### config.mk
export PLATFORM = sky130hd
export DESIGN_NAME = utf8_to_code_point_decoder_top_flat
export DESIGN_NICKNAME = d
export VERILOG_FILES = /design/src/design/u8dec_pkg.sv /design/src/design/u8dec_if.sv /design/src/design/utf8_to_code_point_decoder_top.sv /design/src/design/u8dec_step.sv /design/src/flat_wrapper.sv
export SDC_FILE = /design/constraint.sdc
export NUM_CORES = 1
export LEC_CHECK = 0
export BUFFER_PORTS_ARGS = -buffer_cell sky130_fd_sc_hd__clkbuf_2
export CAP_MARGIN = 20
export CORE_AREA = 2 2 90 92
export DETAILED_ROUTE_END_ITERATION = 10
export DIE_AREA = 0 0 92 94
export GPL_TIMING_DRIVEN = 0
export PLACE_DENSITY_LB_ADDON = 0.3
export RECOVER_POWER = 50
export SYNTH_ARGS = -nofsm -noshare
export SYNTH_HDL_FRONTEND = slang
export SYNTH_SLANG_ARGS = --single-unit
### constraint.sdc
create_clock -name clk_i -period 3.6 [get_ports clk_i]
set_input_delay 0.72 -clock clk_i [delete_from_list [all_inputs] [get_ports clk_i]]
set_output_delay 0.72 -clock clk_i [all_outputs]
set_load 0.02 [all_outputs]
### src/design/u8dec_pkg.sv
`default_nettype none

package u8dec_pkg;

  localparam int unsigned ByteW = 8;
  localparam int unsigned CpW   = 21;
  localparam int unsigned PendW = 2;

  localparam logic [CpW-1:0] SubstChar = CpW'(63);

  typedef struct packed {
    logic [PendW-1:0] pending;
    logic [CpW-1:0]   partial;
  } state_t;

  typedef struct packed {
    logic           valid;
    logic [CpW-1:0] code_point;
    logic           was_truncated;
    logic           final_result;
  } result_t;

endpackage

`default_nettype wire

### src/design/u8dec_if.sv
`default_nettype none

interface u8dec_byte_if;
  logic                          valid;
  logic                          ready;
  logic [u8dec_pkg::ByteW-1:0]   byte_in;
  logic                          end_of_string;

  modport source (output valid, output byte_in, output end_of_string, input ready);
  modport sink   (input valid, input byte_in, input end_of_string, output ready);
endinterface

interface u8dec_cp_if;
  logic                        valid;
  logic                        ready;
  logic [u8dec_pkg::CpW-1:0]   code_point;
  logic                        was_truncated;
  logic                        final_result;

  modport source (output valid, output code_point, output was_truncated,
                  output final_result, input ready);
  modport sink   (input valid, input code_point, input was_truncated,
                  input final_result, output ready);
endinterface

`default_nettype wire

### src/design/utf8_to_code_point_decoder_top.sv
`default_nettype none

// channel  role    payload                                       request moved
// req_i    sink    byte_in[7:0], end_of_string                   one utf-8 byte
// rsp_o    source  code_point[20:0], was_truncated, final_result  one code point
//
// one byte per cycle unless rsp_o stalls; a result shows the cycle after its byte
// the decode step is a single pass of shift and mask logic into a result register
// reset clears the pending count, the gathered value and the result valid flag
// a stalled result holds; bytes keep flowing whenever the result register is
// empty or being drained in the same cycle

module utf8_to_code_point_decoder_top (
  input  wire logic  clk_i,
  input  wire logic  rst_ni,
  u8dec_byte_if.sink req_i,
  u8dec_cp_if.source rsp_o
);

  u8dec_pkg::state_t  state_q;
  u8dec_pkg::state_t  state_d;
  u8dec_pkg::result_t step_res;
  u8dec_pkg::result_t res_q;
  logic               req_fire;

  assign req_i.ready = !res_q.valid || rsp_o.ready;
  assign req_fire    = req_i.valid && req_i.ready;

  u8dec_step u_step (
    .state_i  (state_q),
    .byte_i   (req_i.byte_in),
    .fin_i    (req_i.end_of_string),
    .state_o  (state_d),
    .result_o (step_res)
  );

  always_ff @(posedge clk_i or negedge rst_ni) begin
    if (!rst_ni) begin
      state_q <= '0;
      res_q   <= '0;
    end else begin
      if (req_fire) begin
        state_q <= state_d;
        res_q   <= step_res;
      end else if (rsp_o.ready) begin
        res_q.valid <= 1'b0;
      end
    end
  end

  assign rsp_o.valid         = res_q.valid;
  assign rsp_o.code_point    = res_q.code_point;
  assign rsp_o.was_truncated = res_q.was_truncated;
  assign rsp_o.final_result  = res_q.final_result;

endmodule

`default_nettype wire

### src/design/u8dec_step.sv
`default_nettype none

module u8dec_step (
  input  wire u8dec_pkg::state_t               state_i,
  input  wire logic [u8dec_pkg::ByteW-1:0]     byte_i,
  input  wire logic                            fin_i,
  output u8dec_pkg::state_t                    state_o,
  output u8dec_pkg::result_t                   result_o
);

  localparam logic [2:0] Lead2Pat = 3'b110;
  localparam logic [3:0] Lead3Pat = 4'b1110;
  localparam logic [4:0] Lead4Pat = 5'b11110;

  logic [u8dec_pkg::CpW-1:0]   shifted;
  logic [u8dec_pkg::PendW-1:0] pend_m1;
  logic [u8dec_pkg::PendW-1:0] need;
  logic [u8dec_pkg::CpW-1:0]   lead;
  logic                        is_lead;

  assign shifted = {state_i.partial[u8dec_pkg::CpW-7:0], byte_i[5:0]};
  assign pend_m1 = state_i.pending - u8dec_pkg::PendW'(1);

  always_comb begin
    need    = '0;
    lead    = '0;
    is_lead = 1'b0;
    if (byte_i[7:5] == Lead2Pat) begin
      need    = u8dec_pkg::PendW'(1);
      lead    = u8dec_pkg::CpW'(byte_i[4:0]);
      is_lead = 1'b1;
    end else if (byte_i[7:4] == Lead3Pat) begin
      need    = u8dec_pkg::PendW'(2);
      lead    = u8dec_pkg::CpW'(byte_i[3:0]);
      is_lead = 1'b1;
    end else if (byte_i[7:3] == Lead4Pat) begin
      need    = u8dec_pkg::PendW'(3);
      lead    = u8dec_pkg::CpW'(byte_i[2:0]);
      is_lead = 1'b1;
    end
  end

  always_comb begin
    state_o  = '0;
    result_o = '0;
    if (state_i.pending != '0) begin
      if (pend_m1 == '0) begin
        result_o.valid        = 1'b1;
        result_o.code_point   = shifted;
        result_o.final_result = fin_i;
      end else if (fin_i) begin
        result_o.valid         = 1'b1;
        result_o.code_point    = u8dec_pkg::SubstChar;
        result_o.was_truncated = 1'b1;
        result_o.final_result  = 1'b1;
      end else begin
        state_o.pending = pend_m1;
        state_o.partial = shifted;
      end
    end else if (!byte_i[7]) begin
      result_o.valid        = 1'b1;
      result_o.code_point   = u8dec_pkg::CpW'(byte_i);
      result_o.final_result = fin_i;
    end else if (is_lead) begin
      if (fin_i) begin
        result_o.valid         = 1'b1;
        result_o.code_point    = u8dec_pkg::SubstChar;
        result_o.was_truncated = 1'b1;
        result_o.final_result  = 1'b1;
      end else begin
        state_o.pending = need;
        state_o.partial = lead;
      end
    end
  end

endmodule

`default_nettype wire
### src/flat_wrapper.sv
// flat-port wrapper written by rule: the top's interface ports become plain ports
module utf8_to_code_point_decoder_top_flat 
  (clk_i, rst_ni, req_i_valid, req_i_byte_in, req_i_end_of_string, req_i_ready, rsp_o_valid, rsp_o_code_point, rsp_o_was_truncated, rsp_o_final_result, rsp_o_ready);
  u8dec_byte_if req_i_i ();
  u8dec_cp_if rsp_o_i ();
  input  wire logic clk_i;
  input  wire logic rst_ni;
  input wire logic [$bits(req_i_i.valid)-1:0] req_i_valid;
  input wire logic [$bits(req_i_i.byte_in)-1:0] req_i_byte_in;
  input wire logic [$bits(req_i_i.end_of_string)-1:0] req_i_end_of_string;
  output wire logic [$bits(req_i_i.ready)-1:0] req_i_ready;
  output wire logic [$bits(rsp_o_i.valid)-1:0] rsp_o_valid;
  output wire logic [$bits(rsp_o_i.code_point)-1:0] rsp_o_code_point;
  output wire logic [$bits(rsp_o_i.was_truncated)-1:0] rsp_o_was_truncated;
  output wire logic [$bits(rsp_o_i.final_result)-1:0] rsp_o_final_result;
  input wire logic [$bits(rsp_o_i.ready)-1:0] rsp_o_ready;
  assign req_i_i.valid = req_i_valid;
  assign req_i_i.byte_in = req_i_byte_in;
  assign req_i_i.end_of_string = req_i_end_of_string;
  assign req_i_ready = req_i_i.ready;
  assign rsp_o_valid = rsp_o_i.valid;
  assign rsp_o_code_point = rsp_o_i.code_point;
  assign rsp_o_was_truncated = rsp_o_i.was_truncated;
  assign rsp_o_final_result = rsp_o_i.final_result;
  assign rsp_o_i.ready = rsp_o_ready;
  utf8_to_code_point_decoder_top u_core (.clk_i(clk_i), .rst_ni(rst_ni), .req_i(req_i_i), .rsp_o(rsp_o_i));
endmodule
Word-level counts from Yosys, hierarchy flattened
Cells that the tools add are included.

Add/subtract/negate cells: 1. Mux-type cells: 26. Eq/ne operators: 3. Reductions and logical operators: 6.

Operators by type and width (count): 23-bit 2-to-1 mux (6); 24-bit 2-to-1 mux (3); 22-bit 2-to-1 mux (2); 1-bit 2-to-1 mux (9); 2-bit 2-to-1 mux (3); 5-bit == test, second input constant (1); 5-bit 2-to-1 mux (1); 4-bit == test, second input constant (1); 4-bit 2-to-1 mux (1); 2-bit nonzero test (2); 3-bit == test, second input constant (1); 3-bit 2-to-1 mux (1); 2-bit zero test (1); 2-bit by 1-bit subtractor with 2-bit output, second input constant (1); 1-bit logical AND (1); 1-bit zero test (1); 1-bit logical OR (1).

Register bits: 41. Input bits: 13. Output and inout port bits: 25.

Depth between registers and ports, before layout
Word-level depth: 8. Gate-level depth with buffers: 7.

Modules after synthesis
A second synthesis with hierarchy kept.

Cells, all modules: 177. Area total of the unflattened synthesis: 2436.1 µm².

Modules (own cells, without submodules): utf8_to_code_point_decoder_top (seq. area each 1176.1 µm², cells each 101, instances 1, area each 1921.8 µm²); u8dec_step (seq. area each 0.0 µm², cells each 76, instances 1, area each 514.2 µm²).

Worst setup path after synthesis
No wires, ideal clock.

Kind: input to output. Start point: in rsp_o_ready. End point: out req_i_ready. Path slack: 1738 ps. Required time: 2880 ps. Stages: 3. Buffers on the path: 2. Arrival: 1142 ps. Cell sequence: nand2b_4 -> buf_6 -> buf_2.

Word-level cells in the longest chain between the ends: 1.

RTL lines: start: declaration (line flat_wrapper.sv:16) `input wire logic [$bits(rsp_o_i.ready)-1:0] rsp_o_ready;`; 1-bit logical OR (line utf8_to_code_point_decoder_top.sv:26) `assign req_i.ready = !res_q.valid || rsp_o.ready;`; end: declaration (line flat_wrapper.sv:11) `output wire logic [$bits(req_i_i.ready)-1:0] req_i_ready;`.

Every way passes these cells.

Worst setup path after layout
Same ends and word-level chain as after synthesis.

==> results.toml <==
[run_status]
outcome = "finished, final reports clean"

[logic_synthesis]
synth_edf_count = 0
yosys_warnings = 0
syn_inst = 179
synth_area_mm2 = 0.00187
yosysTopAreaCellShare_pct = 54.7
ys_ff_latch = 41
synth_top_area_cell = "dfrtp_1"
syn_nets = 194
yosysSeqAreaShare_pct = 54.7
synthArstFlopShare_pct = 100
avgSynthCellArea_um2 = 10.5
synth_area_leaders = "dfrtp_1 55%, o21ai_0 5.9%, a22o_1 4.7%"
synth-main-ff-cell = "dfrtp_1"
synth_cell_types = 32

[flow_run]
cap_violations = 0

[pwr]
cellLeakagePower_nw = 0.986
ir_worst_vdd_uv = 265
power-per-cell-area_mw_per_mm2 = 537
finalPower_mw = 1.20

[drt]
via_per_inst = 4.70
drc = 0
antenna_left = 0
drtIter0Drc = 56
routed_wl_mm = 4.81
dr.pass1.iters = 4
via_count = 1527
avgRoutedWirePerCell_um = 14.8

[clock_tree]
cts_hold_buf = 0
htree_levels = 2
postCtsSetupBuffers = 0
clk_pin_slew_worst_paths_ns = 0.08
cts.sinks = 41
clock_path_buffers = 2
cts-root-buf = "clkbuf_8"
clkLatencyLatePin_ns = 0.29
cts-buffers-inserted = 5
cts_tree = "done"
cts_resized = 0

[die]
ios = 38
start_util_pct = 24.6
dieHeight_um = 94
die-area_mm2 = 0.00865
rows = 32
dieWidth_um = 92
core_mm2 = 0.00761

[timing]
rsz0062_at_grt = "false"
min_period_ns = 2.38
tightest_slew_ns = 1.35
finalHoldViolCount = 0
setup_viol = 0
clock.fmax_mhz = 419
skew_ns = 0.0118
slew_headroom_pct = 9.72
finalCritPeriodShare_pct = 66.2
drv_slew = 0
fin_tns_setup_ns = 0
layout_setup_ws_ns = 1.22

[placement]
gp_congestion = 0.777
hpwlAfterDp_mm = 3.30
place_area_mm2 = 0.00218
pre_cts_slack_ns = 1.41
io_buffers = 36

[grt]
grt_max_degree = 42
grt_pass1_wl_mm = 8.00
antenna_found_initial = 0
grtUsageTotal_pct = 11.8
grt_pass1_vias = 1491
grt_overflow_total = 0

[critical_path]
max_stage_delay_ns = 0.30
crit_type = "primary input to output pin"
worstPathCellList = "clkbuf_2 > nand2b_1 > clkbuf_1 > buf_2 > clkbuf_2"
crit_path_frequent_cell = "clkbuf_2"
crit_path_end_kind = "output pin"
crit_fanout = 10
cp_slowest_cell = "buf_2"
required_ns = 2.88
r2r_start = "u_core.state_q[21]"
cp.arrival_ns = 1.66
startpoint = "rsp_o_ready"
path_delay_family = "buffers and inverters"
worst-path-buf-inv = 4
startpoint_type = "primary input"

[layout]
nets = 238
final_util_pct = 29.4
fillers = 836
syn_to_final_growth_pct = 19.4
drive_above_1_share_pct = 21.5
diodes = 0
final_cell_area_mm2 = 0.00224

[worst_hold_path]
min_from = "u_core.rsp_o.final_result"
hold_class = "flip-flop to flip-flop"
-- metrics by stage --
step / std cells / hold WS (ns)
final: 325 / 0.506
after global placement: 317 / 0.486
after detailed placement: 317 / 0.476
after floorplan: 179 / 0.424
after CTS: 324 / 0.501
after global routing: 325 / 0.523
-- cell usage after synthesis, drive strengths merged, types with 2 or more instances --
cell type and count:
dfrtp 41, nand2 4, a32oi 2, nor2b 2
clkbuf 4, a21oi 16, nand4 14, buf 11
a31oi 7, ha 2, nand3 6, a22o 10
o2bb2ai 6, o21ai 22, inv 19
-- placed cells by master (no fill, tap or decap), types with 2 or more instances in the layout --
master	Yosys	final
a21oi_1	15	15
a22o_1	10	10
a31oi_1	7	7
a32oi_1	2	2
buf_2	7	6
clkbuf_1	4	16
clkbuf_2	0	29
clkbuf_8	0	6
dfrtp_1	41	41
ha_1	2	2
inv_1	19	19
nand2_1	4	4
nand3_1	6	6
nand4_1	14	14
o21ai_0	22	22
o2bb2ai_1	6	6
-- layout make-up --
type                       count  area (um2)  area share (%)
sequential                    41        1030            45.8
inverter                      19        71.3            3.19
multi-input combinational    104         681            30.4
tap                          102         128            5.70
clock buffer                   7        86.3            3.86
buffer                        15        71.3            3.19
timing repair buffer          37         175            7.83
-- worst paths after layout --
kind	end	slack, ns	depth (start not counted)
setup / recovery	req_i_ready	1.22	5
hold / removal	u_core.rsp_o.final_result	0.51	1
setup reg to reg	u_core.rsp_o.code_point[0]	1.81	6
hold reg to reg	u_core.rsp_o.final_result	0.51	1
max in group asynchronous	u_core.rsp_o.code_point[19]	1.31	2
min in group asynchronous	u_core.rsp_o.final_result	0.54	1
-- registers in the layout, summed over array words and instances, names as in the netlist --
register	count
u_core.rsp_o.final_result	1
u_core.rsp_o.code_point	21
u_core.rsp_o.valid	1
u_core.state_q	17
u_core.rsp_o.was_truncated	1
-- logic make-up after synthesis --
kind of cell,count (synthesis),share of synthesized area (%)
DFF,41,54.7
buffers and inverters,34,8.48
AOI/OAI and AO/OA,66,22.6
and+or+nand+nor,36,12.8
adders and majority gates,2,1.33
-- power breakdown --
| part | leakage (nW) | internal [mW] | total [mW] | switching (mW) |
|---|---|---|---|---|
| sequential | 0.540 | 0.523 | 0.565 | 0.0420 |
| clock | 0.0443 | 0.152 | 0.306 | 0.153 |
| combinational | 0.401 | 0.109 | 0.330 | 0.222 |
| total | 0.986 | 0.784 | 1.20 | 0.417 |
-- per-layer routing --
layer  GRT usage, %  vias up  share of wire, %
met3           3.21        4               5.9
met5              0        -                 0
met1           17.7      729                51
met4           2.49        0              0.83
li1               -      747                 -
met2           16.9       47                42
(Power assumes the default switching activity.)
